--- src/rtl/core/gaa_pkg.sv ---
// ----------------------------------------------------------------------------
// gaa_pkg
// shared widths, command and register codes, and the parent entry layout
// ----------------------------------------------------------------------------
package gaa_pkg;

	localparam int MAX_FEATURES_DEF = 4096;
	localparam int MAX_PARENTS_DEF  = 1024;

	localparam int CMD_W     = 2;
	localparam int FEATURE_W = 12;
	localparam int PARENT_W  = 10;
	localparam int ANGLE_W   = 16;
	localparam int SUM_W     = 32;
	localparam int BCOUNT_W  = 13;
	localparam int UCOUNT_W  = 16;

	localparam int S_DATA_W  = 56;
	localparam int M_DATA_W  = 72;

	localparam int CFG_INDEX_W = 2;

	localparam logic [CMD_W-1:0] CMD_LOAD = 2'd0;
	localparam logic [CMD_W-1:0] CMD_PAIR = 2'd1;
	localparam logic [CMD_W-1:0] CMD_READ = 2'd2;

	localparam logic [CFG_INDEX_W-1:0] REG_BIASED   = 2'd0;
	localparam logic [CFG_INDEX_W-1:0] REG_UNBIASED = 2'd1;

	// divider: numerator 2*sum+count, denominator 2*count
	localparam int DIV_NUM_W  = SUM_W + 2;
	localparam int DIV_DEN_W  = UCOUNT_W + 1;
	localparam int DIV_REM_W  = DIV_DEN_W + 1;
	localparam int DIV_STEP_W = $clog2(DIV_NUM_W + 1);

	typedef struct packed {
		logic [UCOUNT_W-1:0] ucnt;
		logic [SUM_W-1:0]    usum;
		logic [BCOUNT_W-1:0] bcnt;
		logic [SUM_W-1:0]    bsum;
	} parent_entry_t;

endpackage

--- src/rtl/core/gaa_div.sv ---
// ----------------------------------------------------------------------------
// gaa_div
// bit-serial rounded mean: (2*sum+count)/(2*count), clamped to 16 bits
// ----------------------------------------------------------------------------
module gaa_div import gaa_pkg::*; (
	input  logic                clk,
	input  logic                arst_n,
	input  logic                start,
	input  logic [SUM_W-1:0]    sum,
	input  logic [UCOUNT_W-1:0] cnt,
	output logic                done,
	output logic [ANGLE_W-1:0]  quot
);

	logic                  busy_q;
	logic                  done_q;
	logic [DIV_STEP_W-1:0] step_q;
	logic [DIV_NUM_W-1:0]  num_q;
	logic [DIV_DEN_W-1:0]  den_q;
	logic [DIV_REM_W-1:0]  rem_q;
	logic [DIV_NUM_W-1:0]  quo_q;
	logic                  zero_q;

	logic [DIV_REM_W-1:0]  rem_sh;
	logic                  fits;

	assign rem_sh = {rem_q[DIV_REM_W-2:0], num_q[DIV_NUM_W-1]};
	assign fits   = rem_sh >= {1'b0, den_q};

	always_ff @(posedge clk or negedge arst_n) begin
		if (!arst_n) begin
			busy_q <= 1'b0;
			done_q <= 1'b0;
			step_q <= '0;
		end else begin
			done_q <= 1'b0;
			if (start) begin
				busy_q <= 1'b1;
				step_q <= DIV_STEP_W'(DIV_NUM_W);
			end else if (busy_q) begin
				step_q <= step_q - 1'b1;
				if (step_q == DIV_STEP_W'(1)) begin
					busy_q <= 1'b0;
					done_q <= 1'b1;
				end
			end
		end
	end

	always_ff @(posedge clk) begin
		if (start) begin
			num_q  <= {1'b0, sum, 1'b0} + DIV_NUM_W'(cnt);
			den_q  <= {cnt, 1'b0};
			rem_q  <= '0;
			quo_q  <= '0;
			zero_q <= cnt == '0;
		end else if (busy_q) begin
			num_q <= {num_q[DIV_NUM_W-2:0], 1'b0};
			if (fits) begin
				rem_q <= rem_sh - {1'b0, den_q};
				quo_q <= {quo_q[DIV_NUM_W-2:0], 1'b1};
			end else begin
				rem_q <= rem_sh;
				quo_q <= {quo_q[DIV_NUM_W-2:0], 1'b0};
			end
		end
	end

	always_comb begin
		if (zero_q) begin
			quot = '0;
		end else if (quo_q[DIV_NUM_W-1:ANGLE_W] != '0) begin
			quot = '1;
		end else begin
			quot = quo_q[ANGLE_W-1:0];
		end
	end

	assign done = done_q;

endmodule

--- config.mk ---
export PLATFORM = sky130hd
export DESIGN_NAME = gaa_div
export DESIGN_NICKNAME = d
export VERILOG_FILES = /design/src/rtl/core/gaa_pkg.sv /design/src/rtl/core/gaa_div.sv
export SDC_FILE = /design/constraint.sdc
export NUM_CORES = 1
export LEC_CHECK = 0
export BUFFER_PORTS_ARGS = -buffer_cell sky130_fd_sc_hd__buf_2
export CORE_UTILIZATION = 52
export DETAILED_ROUTE_END_ITERATION = 8
export PLACE_DENSITY = 0.72
export SLEW_MARGIN = 15
export SYNTH_ARGS = -nofsm -noshare
export SYNTH_HDL_FRONTEND = slang
export SYNTH_SLANG_ARGS = --single-unit
--- constraint.sdc ---
create_clock -name clk -period 3.3 [get_ports clk]
set_input_delay 0.66 -clock clk [delete_from_list [all_inputs] [get_ports clk]]
set_output_delay 0.66 -clock clk [all_outputs]
set_load 0.05 [all_outputs]
==> After elaboration in Yosys (flattened, before gate mapping) <==
Cells that the tools add are included.
{ "totals": {"mem_bits_rw": 0, "regBits": 110, "latch_bits": 0, "romBits": 0, "mem_count": 0, "output_inout_bits": 17} }
{ "classes": {"n_mux": 14, "eq_ne": 1, "bitwise_logic": 0, "reduce_logical": 3, "n_addsub": 3, "multipliers": 0, "shift": 0, "n_lt_le_gt_ge": 1, "div_mod_pow": 0} }
{ "op_table": {"columns": ["cell", "count"], "rows": [
  ["34-bit 2-to-1 mux", 2],
  ["33-bit by 16-bit adder with 34-bit output", 1],
  ["16-bit 2-to-1 mux", 2],
  ["18-bit by 17-bit >= comparator with 1-bit output", 1],
  ["18-bit nonzero test", 1],
  ["17-bit 2-to-1 mux", 1],
  ["17-bit subtractor", 1],
  ["16-bit logical NOT", 1],
  ["6-bit 2-to-1 mux", 2],
  ["1-bit 2-to-1 mux", 7],
  ["6-bit by 1-bit == test with 1-bit output, second input constant", 1],
  ["6-bit by 1-bit subtractor with 6-bit output, second input constant", 1],
  ["2-bit nonzero test", 1]
]} }

==> Depth between registers and ports, before layout <==
Gate-level depths: netlist of run 1.
{ "depth": {"word_depth": 4, "ltp_mapped": 10, "mapped_depth_nobuf": 9} }

==> Worst setup path before layout of run 1 <==
Ideal clock, no wire load.
{ "synth_timing": {"path_kind": "input port to flip-flop", "startpoint": "in sum[9]", "endpoint": "reg num_q[16] (data pin)", "n_path_buf": 1, "setup_ps": 260, "cell_stages": 8, "t_arrival_ps": 2477, "path_slack_ps": 563, "required_time_ps": 3040, "path_cell_list": "ha_1 and2_1 a221oi_1 o31ai_1 a211oi_2 buf_2 xnor2_1 mux2_2"} }
{ "synth_between": {"elab_chain_len": 2} }
{ "synth_lines": {"columns": ["item", "line_no", "rtl"], "rows": [
  ["start: declaration", "gaa_div.sv:9", "input logic [SUM_W-1:0] sum,"],
  ["33-bit by 16-bit adder with 34-bit output", "gaa_div.sv:52", "num_q <= {1'b0, sum, 1'b0} + DIV_NUM_W'(cnt);"],
  ["34-bit 2-to-1 mux", "gaa_div.sv:51", "if (start) begin"],
  ["end signal: assignment", "gaa_div.sv:52", null],
  ["end signal: assignment", "gaa_div.sv:58", "num_q <= {num_q[DIV_NUM_W-2:0], 1'b0};"],
  ["end: declaration", "gaa_div.sv:18", "logic [DIV_NUM_W-1:0] num_q;"]
]} }
Every way passes these cells.
A chain may end at the register's enable or synchronous reset.

==> Worst setup path in the final report of run 1 <==
{ "layout_timing": {"startpoint": "reg den_q[2]", "endpoint": "reg rem_q[14]"} }
{ "layout_between": {"elab_chain_len": 2, "word_cells_on_any_way": 3, "classes_between": "1 x add/sub; 1 x order compare; 1 x mux"} }
{ "layout_lines": {"columns": ["item", "line_no", "rtl"], "rows": [
  ["start: declaration", "gaa_div.sv:19", "logic [DIV_DEN_W-1:0] den_q;"],
  ["start signal: assignment", "gaa_div.sv:53", "den_q <= {cnt, 1'b0};"],
  ["17-bit subtractor / 18-bit by 17-bit >= comparator with 1-bit output (equally long branches)", "gaa_div.sv:60, gaa_div.sv:28", null],
  ["17-bit 2-to-1 mux (*)", "gaa_div.sv:59", "if (fits) begin"],
  ["end signal: assignment", "gaa_div.sv:60", "rem_q <= rem_sh - {1'b0, den_q};"],
  ["end signal: assignment", "gaa_div.sv:63", "rem_q <= rem_sh;"],
  ["end: declaration", "gaa_div.sv:20", "logic [DIV_REM_W-1:0] rem_q;"]
]} }
Mark *: on every way between the ends. The rest lies on a longest branch, timed or not.

==> impl_metrics.env, run 1 <==
export IMPL_wl_mm=15.2
export IMPL_synth_cell_type_count=67
export IMPL_grt_pass1_vias=5317
export IMPL_dp_slack_ps=184
export IMPL_crit_arrival_ps=3190
export IMPL_grt_max_degree=47
export IMPL_instances_no_fill=917
export IMPL_via_per_inst=5.91
export IMPL_yosysSeqAreaShare_pct=42.2
export IMPL_cts_post_setup_buffers_inserted=0
export IMPL_fmax_ghz=0.340
export IMPL_dieHeight_um=114
export IMPL_area_delta_synth_final_pct=12.1
export IMPL_cts_hold_buf=0
export IMPL_powerDensity_nw_per_um2=571
export IMPL_clockBufferDepth=2
export IMPL_ant_nets=0
export IMPL_syn_area_um2=6520
export IMPL_dieArea_um2=13000
export IMPL_finish_instance_area_um2=7310
export IMPL_first_pass_iters=5
export IMPL_routed_via_count=5415
export IMPL_setup_slack_ps=361
export IMPL_synth_enable_flop_cells=51
export IMPL_synth_area_per_cell_um2=9.49
export IMPL_cts_tree="yes"
export IMPL_syn_inst=687
export IMPL_path_clk_slew_ps=70
export IMPL_timing_hold_ws_ps=129
export IMPL_worst_slew_pin_slew_ps=1090
export IMPL_period_minus_slack_ps=2940
export IMPL_clock_skew_ps=8.66
export IMPL_outcome="finished, final reports clean"
export IMPL_finish_utilization_pct=60.4
export IMPL_p_leak_nw=3.24
export IMPL_die_width_um=114
export IMPL_r2r_setup_slack_ps=360
export IMPL_yosys_top_cells_area="edfxtp_1, dfxtp_1, ha_1"
export IMPL_ys_seq_elements=110
export IMPL_drcViolationCount=0
export IMPL_r2r_start="den_q[2]"
export IMPL_cp_required_ps=3550
export IMPL_crit_path_end_kind="flop"
export IMPL_place_area_um2=7000
export IMPL_dp_cells=901
export IMPL_rows=40
export IMPL_nets=830
export IMPL_synthArstFlopShare_pct=7.27
export IMPL_dp_hpwl_mm=10.9
export IMPL_syn_num_nets=773
export IMPL_total_power_mw=4.17
export IMPL_drt_initial_drc_count=274
export IMPL_wl_per_cell_um=16.6
export IMPL_yosys_warnings=0
export IMPL_grt_setup_unrepaired="no"
export IMPL_cts_resized=0
export IMPL_ys_flop_type="edfxtp_1"
export IMPL_crit_type="reg2reg"
export IMPL_num_antenna_cells=0
export IMPL_io_buffers=67
export IMPL_core_um2=12100
export IMPL_layout_drive_gt1_share_pct=15.8
export IMPL_antenna_found_initial=0
export IMPL_peakVddDrop_mv=0.351
export IMPL_clock_latency_ps=350
export IMPL_worstPathMaxFanout=12
export IMPL_yosysTopAreaCell="edfxtp_1"
export IMPL_finalCritPeriodShare_pct=89.1
export IMPL_start_util_pct=53.8
export IMPL_grt_pass1_wl_mm=25.0
export IMPL_hold_path_class="in2async"
export IMPL_cts_buffers=9
export IMPL_htree_levels=3
export IMPL_maxCapViolations=0
export IMPL_max_slew_margin_rel_pct=27.3
export IMPL_tns_ps=0
export IMPL_cts_root_buffer_cell="clkbuf_16"
export IMPL_setup_viol=0
export IMPL_track_usage_pct=24.5
export IMPL_critPathLaunchType="flop"
export IMPL_maxSlewViolCount=0
export IMPL_cts_sinks=110
export IMPL_place_gp_congestion=0.911
export IMPL_io_pins=68
export IMPL_crit_start="den_q[2]"
export IMPL_synthDominantCellAreaShare_pct=23.5
export IMPL_hold_violations=0
export IMPL_gr_total_overflow=0
## worst paths after layout
kind,cells after the start,end
max reg2reg,8,rem_q[14]
min reg2reg,2,rem_q[8]
min in group clk,2,rem_q[8]
max,8,rem_q[14]
max in group asynchronous,1,busy_q
min,1,step_q[3]
## synth_stat cells, drive strengths merged (19+ instances only)
cell    count
a21oi      39
dfxtp      51
nor2       86
mux2i      37
nand3      19
nand2      37
a31oi      21
ha         33
edfxtp     51
inv        49
o21ai      25
## cells by family after synthesis
| family | count (synthesis) | synth area share [%] |
|---|---|---|
| and+or+nand+nor | 218 | 16.4 |
| AOI/OAI and AO/OA | 171 | 18.4 |
| DFF | 110 | 42.2 |
| buffers and inverters | 80 | 4.97 |
| muxes | 49 | 7.75 |
| adders and majority gates | 35 | 6.95 |
| xor gates and xnor gates | 24 | 3.22 |
## cell usage in the layout, fill, tap and decap left out, types with 10 or more instances in the layout
| cell | instances |
|---|---|
| nor2_1 | 85 |
| buf_2 | 66 |
| edfxtp_1 | 51 |
| dfxtp_1 | 51 |
| inv_1 | 49 |
| a21oi_1 | 39 |
| nand2_1 | 37 |
| mux2i_1 | 37 |
| ha_1 | 33 |
| a31oi_1 | 21 |
| nand3_1 | 19 |
| o21ai_0 | 16 |
| xnor2_1 | 16 |
| o31ai_1 | 15 |
| a21o_1 | 14 |
| mux2_2 | 12 |
| nor4_1 | 11 |
| nor3_1 | 11 |
| buf_4 | 11 |
| and3_1 | 10 |
| or4_1 | 10 |
## state kept, by name (all words and copies together) (netlist names)
register,count
num_q,34
quo_q,34
rem_q,17
den_q,16
step_q,6
busy_q,1
done,1
zero_q,1
## worst max-delay path: stages (launching register included)
cell       delay (ps)
edfxtp_1          420
inv_1              70
ha_1              290
nor2b_1           190
o2111ai_1         260
a21o_1            310
a21oi_1           850
nor3_1             90
o41ai_1           360
## report_power, final
group | internal [mW] | leakage, nW | switching (mW)
Combinational | 0.541 | 2.05 | 0.770
Clock | 0.619 | 0.151 | 0.510
Sequential | 1.62 | 1.03 | 0.112
## metal layers
| layer | up-vias | part of all wire (%) | GRT usage, % |
|---|---|---|---|
| met3 | 32 | 5.2 | 5.53 |
| met4 | 0 | 2.1 | 8.66 |
| li1 | 2653 | - | - |
| met1 | 2576 | 43 | 30.2 |
| met5 | - | 0 | 0 |
| met2 | 154 | 50 | 42.1 |
## area by class of cell
type / count / area [um2]
fillers: 1069 / 4800
flip-flops and latches: 110 / 2750
inverters: 49 / 184
repair buffers: 77 / 413
clock buffers: 11 / 243
well taps: 168 / 210
multi-input cells: 497 / 3440
clock inverters: 5 / 65.1
Power figures use the tool's default switching activity.
==> run 2: changes to the inputs <==
--- a/config.mk
+++ b/config.mk
@@ -8,4 +8,5 @@
 export BUFFER_PORTS_ARGS = -buffer_cell sky130_fd_sc_hd__buf_2
 export CORE_UTILIZATION = 52
+export CTS_CLUSTER_SIZE = 28
 export DETAILED_ROUTE_END_ITERATION = 8
 export PLACE_DENSITY = 0.72
==> constraint.sdc (replaced) <==
create_clock -name clk -period 3.7 [get_ports clk]
set_input_delay 0.37 -clock clk [delete_from_list [all_inputs] [get_ports clk]]
set_output_delay 0.37 -clock clk [all_outputs]
set_load 0.05 [all_outputs]
==> run 2 against run 1 <==
Utilization decreased by 0.30 points. Register-to-register slack improved by 400 ps. First-iteration DRC count decreased by 20%. Non-clock buffer count decreased by 3. Clock power decreased by 14%. Sequential cell count unchanged. Hold slack improved by 99 ps. Global-route usage decreased by 0.24 points. Largest cell class unchanged. Sequential share of layout area increased by 0.19 points. Critical endpoint is now rem_q[12]. Highest routed layer unchanged. Clock-buffer cell count unchanged. Die area unchanged. Sequential power decreased by 11%.
==> impl_metrics.env, run 2 (synthesis results as in run 1) <==
export IMPL_crit_type="reg2reg"
export IMPL_r2r_setup_slack_ps=760
export IMPL_total_power_mw=3.66
export IMPL_worstPathMaxFanout=12
export IMPL_io_pins=68
export IMPL_finish_instance_area_um2=7270
export IMPL_hold_path_class="in2reg"
export IMPL_dp_slack_ps=783
export IMPL_cts_sinks=110
export IMPL_worstPathCellList="inv_1 -> ha_1 -> inv_1 -> or3_4 -> a21o_1 -> a21oi_1 -> nor2_2 -> o31ai_1"
export IMPL_nets=827
export IMPL_cts_tree="yes"
export IMPL_finalCritPeriodShare_pct=79.4
export IMPL_num_antenna_cells=0
export IMPL_hold_violations=0
export IMPL_whs_endpoint="den_q[9]"
export IMPL_setup_viol=0
export IMPL_finish_utilization_pct=60.1
export IMPL_area_delta_synth_final_pct=11.6
export IMPL_grt_max_degree=62
export IMPL_grt_setup_unrepaired="no"
export IMPL_holdCritStartpoint="cnt[8]"
export IMPL_worst_slew_pin_slew_ps=1050
export IMPL_tns_ps=0
export IMPL_layout_top_registers="num_q (34), quo_q (34), rem_q (17)"
export IMPL_min_path_cells=1
export IMPL_instances_no_fill=914
export IMPL_dp_hpwl_mm=10.5
export IMPL_crit_path_end_kind="flop"
export IMPL_peakVddDrop_mv=0.242
export IMPL_critPathLaunchType="flop"
export IMPL_path_clk_slew_ps=80
export IMPL_fmax_ghz=0.341
export IMPL_wl_mm=15.0
export IMPL_start_util_pct=53.8
export IMPL_gr_total_overflow=0
export IMPL_die_width_um=114
export IMPL_setup_slack_ps=763
export IMPL_period_minus_slack_ps=2940
export IMPL_wl_per_cell_um=16.4
export IMPL_grt_pass1_vias=5194
export IMPL_p_leak_nw=3.22
export IMPL_maxSlewViolCount=0
export IMPL_clock_skew_ps=6.18
export IMPL_cts_post_setup_buffers_inserted=0
export IMPL_grt_pass1_wl_mm=24.9
export IMPL_dieArea_um2=13000
export IMPL_dp_cells=897
export IMPL_core_um2=12100
export IMPL_dieHeight_um=114
export IMPL_track_usage_pct=24.3
export IMPL_r2r_start="den_q[10]"
export IMPL_antenna_found_initial=0
export IMPL_outcome="finished, final reports clean"
export IMPL_powerDensity_nw_per_um2=504
export IMPL_maxCapViolations=0
export IMPL_first_pass_iters=5
export IMPL_r2r_end="rem_q[12]"
export IMPL_max_slew_margin_rel_pct=30.3
export IMPL_cts_root_buffer_cell="clkbuf_16"
export IMPL_cp_required_ps=3960
export IMPL_routed_via_count=5391
export IMPL_final_cell_mix="nor2_1, buf_2, edfxtp_1, dfxtp_1, inv_1"
export IMPL_clockBufferDepth=2
export IMPL_timing_hold_ws_ps=228
export IMPL_critPathMostFrequentCell="inv_1"
export IMPL_crit_start="den_q[10]"
export IMPL_drcViolationCount=0
export IMPL_ant_nets=0
export IMPL_slowest_delay_ps=820
export IMPL_crit_arrival_ps=3200
export IMPL_place_gp_congestion=0.891
export IMPL_worst_r2r_cell_count=8
export IMPL_clock_latency_ps=360
export IMPL_layout_drive_gt1_share_pct=15.4
export IMPL_place_area_um2=6970
export IMPL_io_buffers=67
export IMPL_final_common_cell="nor2_1"
export IMPL_drt_initial_drc_count=219
export IMPL_crit_path_top_delay_cell="a21oi_1"
export IMPL_htree_levels=3
export IMPL_rows=40
export IMPL_cts_buffers=9
export IMPL_via_per_inst=5.90
run 2: cell count changes in the layout (fill, tap and decap cells not counted):
cell,previous run,this run
buf_4,11,7
bufinv_16,1,0
clkbuf_1,1,0
clkbuf_8,1,2
clkinv_2,0,2
clkinv_4,2,0
dlygate4sd3_1,0,1
inv_8,0,1
run 2: what timing repair did:
item,CTS,global route
endpoints found under the hold margin,8,0
hold buffers,1,0
setup endpoints to repair,0,0
resized for setup,0,0
run 2: cell type report:
type / count / area (um2)
multi-input combinational: 497 / 3440
clock inverter: 5 / 38.8
tap: 168 / 210
inverter: 49 / 184
fill: 1080 / 4840
timing repair buffer: 74 / 393
clock buffer: 11 / 253
sequential: 110 / 2750
run 2: routing by layer:
| metal | vias to the layer above | wire [um] | track usage, % |
|---|---|---|---|
| met5 | - | 0 | 0 |
| met4 | 0 | 279 | 10.6 |
| met3 | 20 | 654 | 3.19 |
| met2 | 143 | 7390 | 40.7 |
| met1 | 2590 | 6630 | 31.4 |
| li1 | 2638 | - | - |
run 2: power breakdown:
part           internal, mW  switching (mW)  total [mW]
clock                 0.502           0.467       0.969
sequential             1.45          0.0962        1.54
combinational         0.470           0.680        1.15
run 2: worst max-delay path, delay by kind of cell (launching register included):
family / cells / cell delay (ps)
compound gates: 3 / 1360
fa+ha+maj: 1 / 440
buf+inv: 2 / 110
flops: 1 / 320
simple gates: 2 / 610
run 2: worst max-delay path by stage:
| stage | to | slack [ps] | depth (start not counted) |
|---|---|---|---|
| 2_1_floorplan | num_q[16] | 1250 | 8 |
| 3_3_place_gp | rem_q[7] | 900 | 7 |
| 3_5_place_dp | rem_q[7] | 780 | 8 |
| 4_1_cts | rem_q[7] | 780 | 8 |
| 5_1_grt | rem_q[14] | 550 | 8 |
| 6_report | rem_q[12] | 760 | 8 |
