**config.mk**
```make
export PLATFORM = sky130hd
export DESIGN_NAME = gaa_ram
export DESIGN_NICKNAME = d
export VERILOG_FILES = /design/src/rtl/core/gaa_ram.sv
export SDC_FILE = /design/constraint.sdc
export NUM_CORES = 1
export LEC_CHECK = 0
export CORE_ASPECT_RATIO = 0.6
export CORE_MARGIN = 4
export CORE_UTILIZATION = 30
export CTS_BUF_LIST = sky130_fd_sc_hd__clkbuf_4 sky130_fd_sc_hd__clkbuf_8 sky130_fd_sc_hd__clkbuf_16
export CTS_CLUSTER_SIZE = 16
export DETAILED_ROUTE_END_ITERATION = 10
export DONT_BUFFER_PORTS = 1
export PLACE_DENSITY_LB_ADDON = 0.2
export REMOVE_ABC_BUFFERS = 1
export SLEW_MARGIN = 20
export SYNTH_ARGS = -nofsm -noshare
export SYNTH_HDL_FRONTEND = slang
export SYNTH_SLANG_ARGS = --single-unit
```
**constraint.sdc**
```tcl
create_clock -name clk -period 2.6 [get_ports clk]
set_clock_uncertainty 0.1 [all_clocks]
set_input_delay 0 -clock clk [delete_from_list [all_inputs] [get_ports clk]]
set_output_delay 0 -clock clk [all_outputs]
set_load 0.1 [all_outputs]
```
**src/rtl/core/gaa_ram.sv**
```systemverilog
// ----------------------------------------------------------------------------
// gaa_ram
// generic single-write, single-read ram with registered read data
// ----------------------------------------------------------------------------
module gaa_ram #(
	parameter int WIDTH = 8,
	parameter int DEPTH = 16
) (
	input  logic                     clk,
	input  logic                     we,
	input  logic [$clog2(DEPTH)-1:0] waddr,
	input  logic [WIDTH-1:0]         wdata,
	input  logic [$clog2(DEPTH)-1:0] raddr,
	output logic [WIDTH-1:0]         rdata
);

	logic [WIDTH-1:0] mem [DEPTH];

	always_ff @(posedge clk) begin
		if (we) begin
			mem[waddr] <= wdata;
		end
		rdata <= mem[raddr];
	end

endmodule

```
[After elaboration in Yosys (flattened, before gate mapping)]
Memories as Yosys holds them, arrays and structs flattened. A register that Yosys moved wholly into a read port is not among the register bits.
Index checks and enable logic that the tools add are counted.
Widths: inputs -> output; s select.
Word-level totals
  register bits after elaboration: 0
  RAM bits: 128
  input bits: 18
  logic and storage cells: 3
  memories: 1
Cells by class
  muxes and demuxes: 2
Memories
  mem: words 16, bits a word 8, read ports 1, clocked after Yosys merged registers in 1, write ports 1, RTL line 17  | logic [WIDTH-1:0] mem [DEPTH];
Operator list (count)
  $mux 1: 2

[Longest topological paths before layout]
Gate-level depths: netlist of the first run.
  depth in word-level cells: 2
  depth in mapped cells: 5
  depth with buffers taken out: 3

[Least setup slack after synthesis of the first run]
No wires, ideal clock.
  path type: in2reg
  from: input port waddr[2]
  to: memory mem[0][0], enable pin
  library setup time: 0.383 ns
  data arrival time: 1.110 ns
  path slack: 1.007 ns
  cell stages on the path: 2
  path buffers: 0
  path through: or3b_2 nor3_1
RTL lines
  start, declared: RTL line 11  | input logic [$clog2(DEPTH)-1:0] waddr,
  end, declared: RTL line 17
Straight into the memory's write port.

==> flow_metrics.py, run 1 <==
metrics = {
    "yosys": {
        "synthesis.area_sq_um": 5150,
        "synth-edff-count": 128,
        "yosys.area.top_type_share_pct": 74.7,
        "ys_types": 19,
        "syn_inst": 229,
        "yosysWarnings": 0,
        "ys_seq_elements": 136,
        "synth.most_common_cell": "edfxtp_1",
        "synth_ff_type": "edfxtp_1",
        "synth_seq_area_share_pct": 77.8,
        "async_flop_share_pct": 0,
        "synth_top_area_cell": "edfxtp_1",
        "synth_common_cells": "edfxtp_1 (128), mux4_2 (18), a22oi_1 (16), mux4_1 (14), nor2_1 (13)",
        "syn_area_per_cell_sq_um": 22.5,
        "synth_area_leaders": "edfxtp_1 (75%), mux4_2 (7.9%), mux4_1 (7.1%)",
    },
    "pwr": {
        "leakagePower_nw": 2.04,
        "total_power_w": 0.00514,
        "switching_share_pct": 22.5,
        "switchingPower_w": 0.00115,
        "power_density_nw_per_um2": 821,
        "ir_drop_mv": 0.481,
        "power.internal_w": 0.00398,
        "p_clk_share_pct": 45.6,
        "seq_power_share_pct": 50.1,
        "p_comb_share_pct": 4.2,
    },
    "drt": {
        "vias": 2403,
        "drtPass1Iterations": 4,
        "ant_nets": 0,
        "routed_wl_um": 10800,
        "drt_iter0_markers": 151,
        "drc": 0,
        "viasPerCell": 4.69,
        "avgRoutedWirePerCell_um": 21.1,
    },
    "final_layout": {
        "area_growth_syn_to_layout_pct": 21.6,
        "antennaDiodeCount": 0,
        "nNetsFinal": 289,
        "drive_gt1_share_pct": 22.2,
    },
    "critical_path": {
        "critPathArrivalTime_ns": 2.58,
        "crit_top_cell": "dlygate4sd3_1",
        "cpPeakStageDelay_ns": 0.57,
        "crit_path_end_kind": "register",
        "cp_slowest_cell": "dlygate4sd3_1",
        "worstPathCellList": "mux4_1, dlygate4sd3_1, a22oi_1, dlygate4sd3_1, nand2_1",
        "crit_fanout": 1,
        "crit_required_ns": 2.79,
        "worstSetupStartpointType": "register",
        "worst-setup-path-type": "reg2reg",
    },
    "clock_network": {
        "clk_pin_slew_ns": 0.06,
        "cts_sinks": 136,
        "cts_tree": "done",
        "clockBufferDepth": 2,
        "htreeDepth": 4,
        "cts_made_buffers": 17,
        "clkLatencyLatePin_ns": 0.40,
        "root_buffer": "clkbuf_16",
    },
    "timing": {
        "hold_ws_ns": 0.0207,
        "tightest_slew_ns": 0.977,
        "finalCritPeriodShare_pct": 92.0,
        "fin_crit_ns": 2.39,
        "finalSetupViolations": 0,
        "setup-tns-final_ns": 0,
        "finalHoldViolations": 0,
        "max_freq_ghz": 0.418,
        "slew_headroom_pct": 34.8,
        "slew_violations": 0,
        "rsz0062_at_grt": "no",
    },
    "die": {
        "design.core.area_sq_um": 16500,
        "rows": 36,
        "fp.dieH_um": 109,
        "io_pins": 26,
        "dieArea_sq_um": 19400,
        "die_w_um": 177,
        "initial_core_util_pct": 31.1,
    },
    "global_routing": {
        "grt_use_total_pct": 11.9,
        "use_met1_pct": 18.1,
        "grt_pass1_vias": 2503,
        "grt_busiest_layer": "met1",
        "grt_pass1_wl_um": 16300,
        "grt.overflow.total": 0,
        "use_met3_pct": 3.06,
        "met2_usage_pct": 16.6,
        "grt_max_degree": 33,
        "antenna_found_initial": 0,
    },
    "placed_design": {
        "dp_hpwl_um": 6580,
        "place_congestion": 0.736,
        "portBuffers": 0,
    },
    "flow_run": {
        "max_cap_violations": 0,
    },
    "outcome": {
        "status": "complete, no violations",
    },
    "worst_hold_path": {
        "hold_class": "in2reg",
    },
}
## per-stage QoR
| stage | util (%) | instances | setup WS (ns) | area [sq um] |
|---|---|---|---|---|
| floorplan | - | 219 | 1.01 | 5060 |
| global placement | 32.8 | 458 | 0.976 | 5430 |
| detailed placement | 32.8 | 458 | 0.899 | 5430 |
| CTS | 37.9 | 512 | 0.226 | 6260 |
| global route | 37.9 | 512 | 0.103 | 6260 |
| finish | 37.9 | 512 | 0.208 | 6260 |
## placed cells by master (no fill, tap or decap)
master         instances
and2b_1                1
dlygate4sd3_1         20
buf_4                 11
and2_1                 1
nor2_1                13
nand2b_1               2
nor3_1                 4
a22oi_1               16
mux4_2                18
nand3b_1               2
inv_6                  3
nor2b_1                1
edfxtp_1             128
nand2_1                9
clkinvlp_4             2
clkinv_4               4
mux4_1                14
dfxtp_1                8
buf_16                 1
clkinv_2               2
buf_12                 1
nand3_1                1
clkinv_1               1
bufinv_16              2
or3b_2                 1
clkbuf_16             17
clkbuf_4               1
## power by group through the flow
stage | combinational (W) | clock (W) | sequential [W]
floorplan | 0.0000982 | 0 | 0.00261
global placement | 0.000133 | 0 | 0.00262
detailed placement | 0.000133 | 0 | 0.00262
CTS | 0.000222 | 0.00239 | 0.00258
global route | 0.000236 | 0.00251 | 0.00258
finish | 0.000218 | 0.00234 | 0.00257
## registers in the layout, summed over array words and instances (netlist names)
| register | cells |
|---|---|
| mem | 128 |
| rdata | 8 |
## routing by layer
metal	up-vias	wire, um
met5	-	0
met4	0	72
met3	8	412
met2	55	4630
met1	1275	5690
li1	1065	-
## kinds of logic after synthesis
kind of cell	Yosys count	synth area share (%)
and+or+nand+nor	35	3.18
muxes	32	15.0
AOI/OAI and AO/OA	16	2.33
DFF	136	77.8
buffers and inverters	10	1.68
## layout make-up
class | count | area (sq um)
Fill cell | 1514 | 10300
Sequential cell | 136 | 4000
Multi-Input combinational cell | 83 | 1060
Clock buffer | 18 | 433
Timing Repair Buffer | 33 | 330
Tap cell | 228 | 285
Clock inverter | 14 | 150
## critical path, delay by kind of cell (launching register included)
family | cells | cell delay (ns)
AO/OA/AOI/OAI | 1 | 0.13
buffers and inverters | 2 | 1.14
flip-flops | 1 | 0.35
multiplexers | 1 | 0.49
AND/OR/NAND/NOR | 1 | 0.06
## worst paths after layout
kind                                 start        to  slack (ns)  cells past startpoint
worst min-delay path              raddr[2]  rdata[3]        0.02                      3
worst max-delay path             mem[5][0]  rdata[0]        0.21                      5
worst max register to register   mem[5][0]  rdata[0]        0.21                      5
worst min register to register  mem[12][2]  rdata[2]        0.57                      3
## what timing repair did
action,in CTS,in global routing
hold buffers,22,0
setup endpoints to repair,0,0
setup buffers,0,0
resized for setup,0,0
hold endpoints to repair,172,0
No activity file was read; power rests on OpenSTA's default activity.
==> run 2: changes to the inputs <==
--- a/config.mk
+++ b/config.mk
@@ -12,7 +12,6 @@
 export CTS_CLUSTER_SIZE = 16
 export DETAILED_ROUTE_END_ITERATION = 10
 export DONT_BUFFER_PORTS = 1
-export PLACE_DENSITY_LB_ADDON = 0.2
 export REMOVE_ABC_BUFFERS = 1
 export SLEW_MARGIN = 20
 export SYNTH_ARGS = -nofsm -noshare
==> run 2 against run 1 <==
Compared with the run above: flip-flop and latch count unchanged; critical path depth did not move; clock power is 13% higher; setup slack improved by 0.011 ns; core utilization increased by 0.74 points; critical path type unchanged; largest power group is now the clock network.
==> flow_metrics.py, run 2 (same netlist as run 1, synthesis figures left out) <==
metrics = {
    "outcome": {
        "status": "complete, no violations",
    },
    "critical_path": {
        "r2r_slack_ns": 0.22,
        "reg2reg_from": "mem[5][3]",
        "worst-setup-path-type": "reg2reg",
        "worstSetupStartpointType": "register",
        "r2r_cells": 5,
        "crit_path_end_kind": "register",
        "crit_fanout": 1,
        "critPathArrivalTime_ns": 2.57,
        "crit_required_ns": 2.79,
        "reg2reg_to": "rdata[3]",
    },
    "pwr": {
        "switchingPower_w": 0.00110,
        "p_clk_share_pct": 48.5,
        "power_density_nw_per_um2": 853,
        "power.internal_w": 0.00434,
        "ir_drop_mv": 0.363,
        "p_comb_share_pct": 4.1,
        "leakagePower_nw": 2.10,
        "switching_share_pct": 20.3,
        "seq_power_share_pct": 47.3,
    },
    "final_layout": {
        "final_area_sq_um": 6380,
        "mostFrequentLayoutCells": "edfxtp_1 (128), dlygate4sd3_1 (22), mux4_2 (18)",
        "largestRegisters": "mem x128, rdata x8",
        "largest_reg_flops": 128,
        "drive_gt1_share_pct": 22.8,
        "regMostFlops": "mem",
        "layout_commonest_cell": "edfxtp_1",
        "nFillCells": 1487,
        "final_cells": 517,
        "area_growth_syn_to_layout_pct": 24.0,
        "nNetsFinal": 295,
        "antennaDiodeCount": 0,
    },
    "timing": {
        "slew_headroom_pct": 34.8,
        "tightest_slew_ns": 0.976,
        "setup-tns-final_ns": 0,
        "finalHoldViolations": 0,
        "rsz0062_at_grt": "no",
        "slew_violations": 0,
        "finalCritPeriodShare_pct": 91.6,
        "max_freq_ghz": 0.420,
        "fin_ws_ns": 0.219,
        "fin_crit_ns": 2.38,
        "finalSetupViolations": 0,
    },
    "global_routing": {
        "grt_use_total_pct": 12.2,
        "antenna_found_initial": 0,
        "grt_pass1_wl_um": 16800,
        "grt_pass1_vias": 2598,
        "grt_max_degree": 33,
        "grt.overflow.total": 0,
    },
    "drt": {
        "avgRoutedWirePerCell_um": 21.7,
        "ant_nets": 0,
        "drt_iter0_markers": 356,
        "vias": 2517,
        "drtPass1Iterations": 5,
        "routed_wl_um": 11200,
        "viasPerCell": 4.87,
        "drc": 0,
    },
    "clock_network": {
        "cts_sinks": 136,
        "clk_pin_slew_ns": 0.06,
        "clockBufferDepth": 2,
        "htreeDepth": 4,
        "cts_tree": "done",
        "cts-resized-gates": 0,
        "cts_made_buffers": 17,
        "post_cts_buffers": 0,
        "root_buffer": "clkbuf_16",
        "clkLatencyLatePin_ns": 0.41,
    },
    "placed_design": {
        "dp_slack_ns": 1.01,
        "dp_hpwl_um": 6830,
        "postPlaceCellArea_sq_um": 5460,
        "dp.cells": 462,
        "place_congestion": 0.730,
        "portBuffers": 0,
    },
    "die": {
        "fp.dieH_um": 109,
        "initial_core_util_pct": 31.1,
        "io_pins": 26,
        "dieArea_sq_um": 19400,
        "rows": 36,
        "design.core.area_sq_um": 16500,
        "die_w_um": 177,
    },
    "flow_run": {
        "max_cap_violations": 0,
    },
    "worst_hold_path": {
        "hold_depth": 2,
        "hold_class": "in2reg",
        "worstHoldEndpoint": "mem[1][1]",
        "min_from": "waddr[3]",
    },
}
run 2: worst max-delay path by stage:
stage,from,end,cells after the start,slack (ns)
after CTS,mem[4][3],rdata[3],5,0.22
after global placement,waddr[2],mem[1][0],2,1.06
after floorplan,waddr[2],mem[0][0],2,1.01
final,mem[5][3],rdata[3],5,0.22
after global routing,mem[5][3],rdata[3],5,0.09
after detailed placement,waddr[2],mem[3][6],2,1.01
run 2: final cells by class:
cell class | instances | area [sq um] | area share, %
clock buffer | 17 | 425 | 6.67
clock inverter | 14 | 230 | 3.61
multi-input combinational | 83 | 1060 | 16.6
sequential | 136 | 4000 | 62.7
tap | 228 | 285 | 4.47
timing repair buffer | 39 | 380 | 5.96
run 2: timing repair:
item                       in CTS  in global routing
setup endpoints to repair       0                  0
hold endpoints to repair      192                  0
hold buffers                   24                  0
run 2: worst max-delay path, cell delays in order (launching register included):
cell	delay, ns
edfxtp_1	0.35
mux4_1	0.49
dlygate4sd3_1	0.57
a22oi_1	0.13
dlygate4sd3_1	0.57
nand2_1	0.05
run 2: metal layers:
layer | vias up | share of wire (%) | global-route usage [%]
li1 | 1070 | - | -
met1 | 1333 | 51 | 18.4
met2 | 100 | 41 | 16.5
met3 | 14 | 7.3 | 4.64
met4 | 0 | 1.5 | 3.37
met5 | - | 0 | 0
run 2: stage by stage:
stage | utilization (%) | hold WS [ns] | power [W]
floorplan | - | -0.00113 | 0.00271
global placement | 33.0 | -0.000216 | 0.00276
detailed placement | 33.0 | -0.000224 | 0.00276
CTS | 38.6 | 0.0000926 | 0.00548
global route | 38.6 | 0.0297 | 0.00562
finish | 38.6 | 0.0152 | 0.00544
run 2: power by group through the flow:
stage               combinational, W  clock (W)  sequential (W)
global route                0.000240    0.00280         0.00258
detailed placement          0.000136          0         0.00262
finish                      0.000224    0.00264         0.00258
floorplan                  0.0000982          0         0.00261
CTS                         0.000225    0.00268         0.00258
global placement            0.000135          0         0.00262
==> run 3: changes to the inputs <==
--- a/config.mk
+++ b/config.mk
@@ -12,6 +12,7 @@
 export CTS_CLUSTER_SIZE = 16
 export DETAILED_ROUTE_END_ITERATION = 10
 export DONT_BUFFER_PORTS = 1
+export PLACE_DENSITY = 0.56
 export REMOVE_ABC_BUFFERS = 1
 export SLEW_MARGIN = 20
 export SYNTH_ARGS = -nofsm -noshare
==> run 3 against run 2 <==
Compared with the run above: global-route usage is essentially flat; cell area shrank 1.3%; core utilization fell by 0.48 points; fmax rose by 1.8%; non-clock buffer count down 7; die area unchanged; register-to-register slack improved by 0.04 ns; combinational power down 2%; largest cell class unchanged; largest power group is now registers.
==> flow_metrics.py, run 3 (same netlist as run 1, synthesis figures left out) <==
metrics = {
    "critical_path": {
        "crit_fanout": 1,
        "reg2reg_to": "rdata[1]",
        "worstPathCellList": "mux4_2, dlygate4sd3_1, a22oi_1, dlygate4sd3_1, nand2_1",
        "crit_top_cell": "dlygate4sd3_1",
        "cpPeakStageDelay_ns": 0.57,
        "r2r_slack_ns": 0.26,
        "crit_required_ns": 2.80,
        "r2r_cells": 5,
        "critPathArrivalTime_ns": 2.54,
        "worst-setup-path-type": "reg2reg",
        "reg2reg_from": "mem[15][1]",
        "worstSetupStartpointType": "register",
        "crit_path_end_kind": "register",
        "cp_slowest_cell": "dlygate4sd3_1",
    },
    "timing": {
        "slew_violations": 0,
        "setup-tns-final_ns": 0,
        "finalSetupViolations": 0,
        "finalCritPeriodShare_pct": 90.0,
        "fin_crit_ns": 2.34,
        "max_freq_ghz": 0.427,
        "hold_ws_ns": 0.00882,
        "finalHoldViolations": 0,
        "rsz0062_at_grt": "no",
        "tightest_slew_ns": 0.969,
        "slew_headroom_pct": 35.3,
    },
    "global_routing": {
        "grt_max_degree": 33,
        "grt.overflow.total": 0,
        "grt_use_total_pct": 12.3,
        "grt_pass1_wl_um": 16500,
        "antenna_found_initial": 0,
        "grt_pass1_vias": 2498,
    },
    "clock_network": {
        "clk_pin_slew_ns": 0.06,
        "post_cts_buffers": 0,
        "root_buffer": "clkbuf_16",
        "cts_tree": "done",
        "clockBufferDepth": 2,
        "clkLatencyLatePin_ns": 0.42,
        "cts_made_buffers": 17,
        "htreeDepth": 4,
        "cts_sinks": 136,
    },
    "die": {
        "dieArea_sq_um": 19400,
        "design.core.area_sq_um": 16500,
        "io_pins": 26,
        "fp.dieH_um": 109,
        "die_w_um": 177,
        "rows": 36,
        "initial_core_util_pct": 31.1,
    },
    "final_layout": {
        "largest_reg_flops": 128,
        "area_growth_syn_to_layout_pct": 22.4,
        "nNetsFinal": 288,
        "final_area_sq_um": 6300,
        "layout_commonest_cell": "edfxtp_1",
        "antennaDiodeCount": 0,
        "largestRegisters": "mem x128, rdata x8",
        "drive_gt1_share_pct": 23.0,
        "fin_util_pct": 38.1,
        "mostFrequentLayoutCells": "edfxtp_1 (128), mux4_2 (18), dlygate4sd3_1 (18)",
        "regMostFlops": "mem",
    },
    "drt": {
        "routed_wl_um": 11100,
        "vias": 2440,
        "avgRoutedWirePerCell_um": 21.7,
        "viasPerCell": 4.77,
        "drc": 0,
        "ant_nets": 0,
        "drtPass1Iterations": 4,
        "drt_iter0_markers": 278,
    },
    "worst_hold_path": {
        "hold_depth": 2,
        "worstHoldEndpoint": "mem[5][2]",
        "hold_class": "in2reg",
        "min_from": "waddr[2]",
    },
    "pwr": {
        "seq_power_share_pct": 48.0,
        "switchingPower_w": 0.00119,
        "ir_drop_mv": 0.361,
        "power.internal_w": 0.00417,
        "switching_share_pct": 22.2,
        "p_clk_share_pct": 47.9,
        "power_density_nw_per_um2": 851,
        "p_comb_share_pct": 4.1,
        "leakagePower_nw": 2.06,
    },
    "placed_design": {
        "portBuffers": 0,
        "dp_hpwl_um": 7000,
        "place_congestion": 0.745,
        "postPlaceCellArea_sq_um": 5440,
    },
    "outcome": {
        "status": "complete, no violations",
    },
    "flow_run": {
        "max_cap_violations": 0,
    },
}
run 3: through the flow:
stage | cells | setup WS, ns | power [W]
5_1_grt | 511 | 0.175 | 0.00554
4_1_cts | 511 | 0.264 | 0.00540
2_1_floorplan | 219 | 1.01 | 0.00271
3_3_place_gp | 459 | 1.02 | 0.00275
3_5_place_dp | 459 | 0.982 | 0.00276
6_report | 511 | 0.261 | 0.00536
run 3: critical path, delay by kind of cell (launching register included):
| kind | cells | cell delay [ns] |
|---|---|---|
| buffers and inverters | 2 | 1.14 |
| muxes | 1 | 0.46 |
| DFF | 1 | 0.36 |
| AOI/OAI and AO/OA | 1 | 0.13 |
| and+or+nand+nor | 1 | 0.05 |
run 3: power groups by stage:
stage	Clock [W]	Sequential, W	Combinational, W
final	0.00257	0.00257	0.000219
after global placement	0	0.00262	0.000134
after CTS	0.00260	0.00258	0.000222
after detailed placement	0	0.00262	0.000135
after global routing	0.00272	0.00258	0.000237
after floorplan	0	0.00261	0.0000982
run 3: what timing repair did:
action,4_1_cts,5_1_grt
gates resized for setup,0,0
setup endpoints to repair,0,0
hold endpoints to repair,182,0
hold buffers,20,0
run 3: routing by layer:
layer / track usage (%) / vias to the layer above / wire length, um
met5: 0 / - / 0
met4: 4.69 / 0 / 172
met3: 3.44 / 22 / 1010
met2: 17.1 / 97 / 4700
met1: 18.2 / 1258 / 5230
li1: - / 1063 / -
run 3: layout make-up:
| class | instances | area [sq um] |
|---|---|---|
| sequential | 136 | 4000 |
| clock buffer | 17 | 425 |
| clock inverter | 15 | 213 |
| timing repair buffer | 32 | 318 |
| tap | 228 | 285 |
| multi-input combinational | 83 | 1060 |
| fill | 1514 | 10200 |
run 3: worst max path at each step:
stage                     from         to  slack (ns)  cells after the start
floorplan             waddr[2]  mem[0][0]        1.01                      2
global placement      waddr[2]  mem[1][0]        1.02                      2
detailed placement    waddr[2]  mem[3][0]        0.98                      2
CTS                 mem[15][1]   rdata[1]        0.26                      5
global route        mem[13][1]   rdata[1]        0.17                      5
finish              mem[15][1]   rdata[1]        0.26                      5
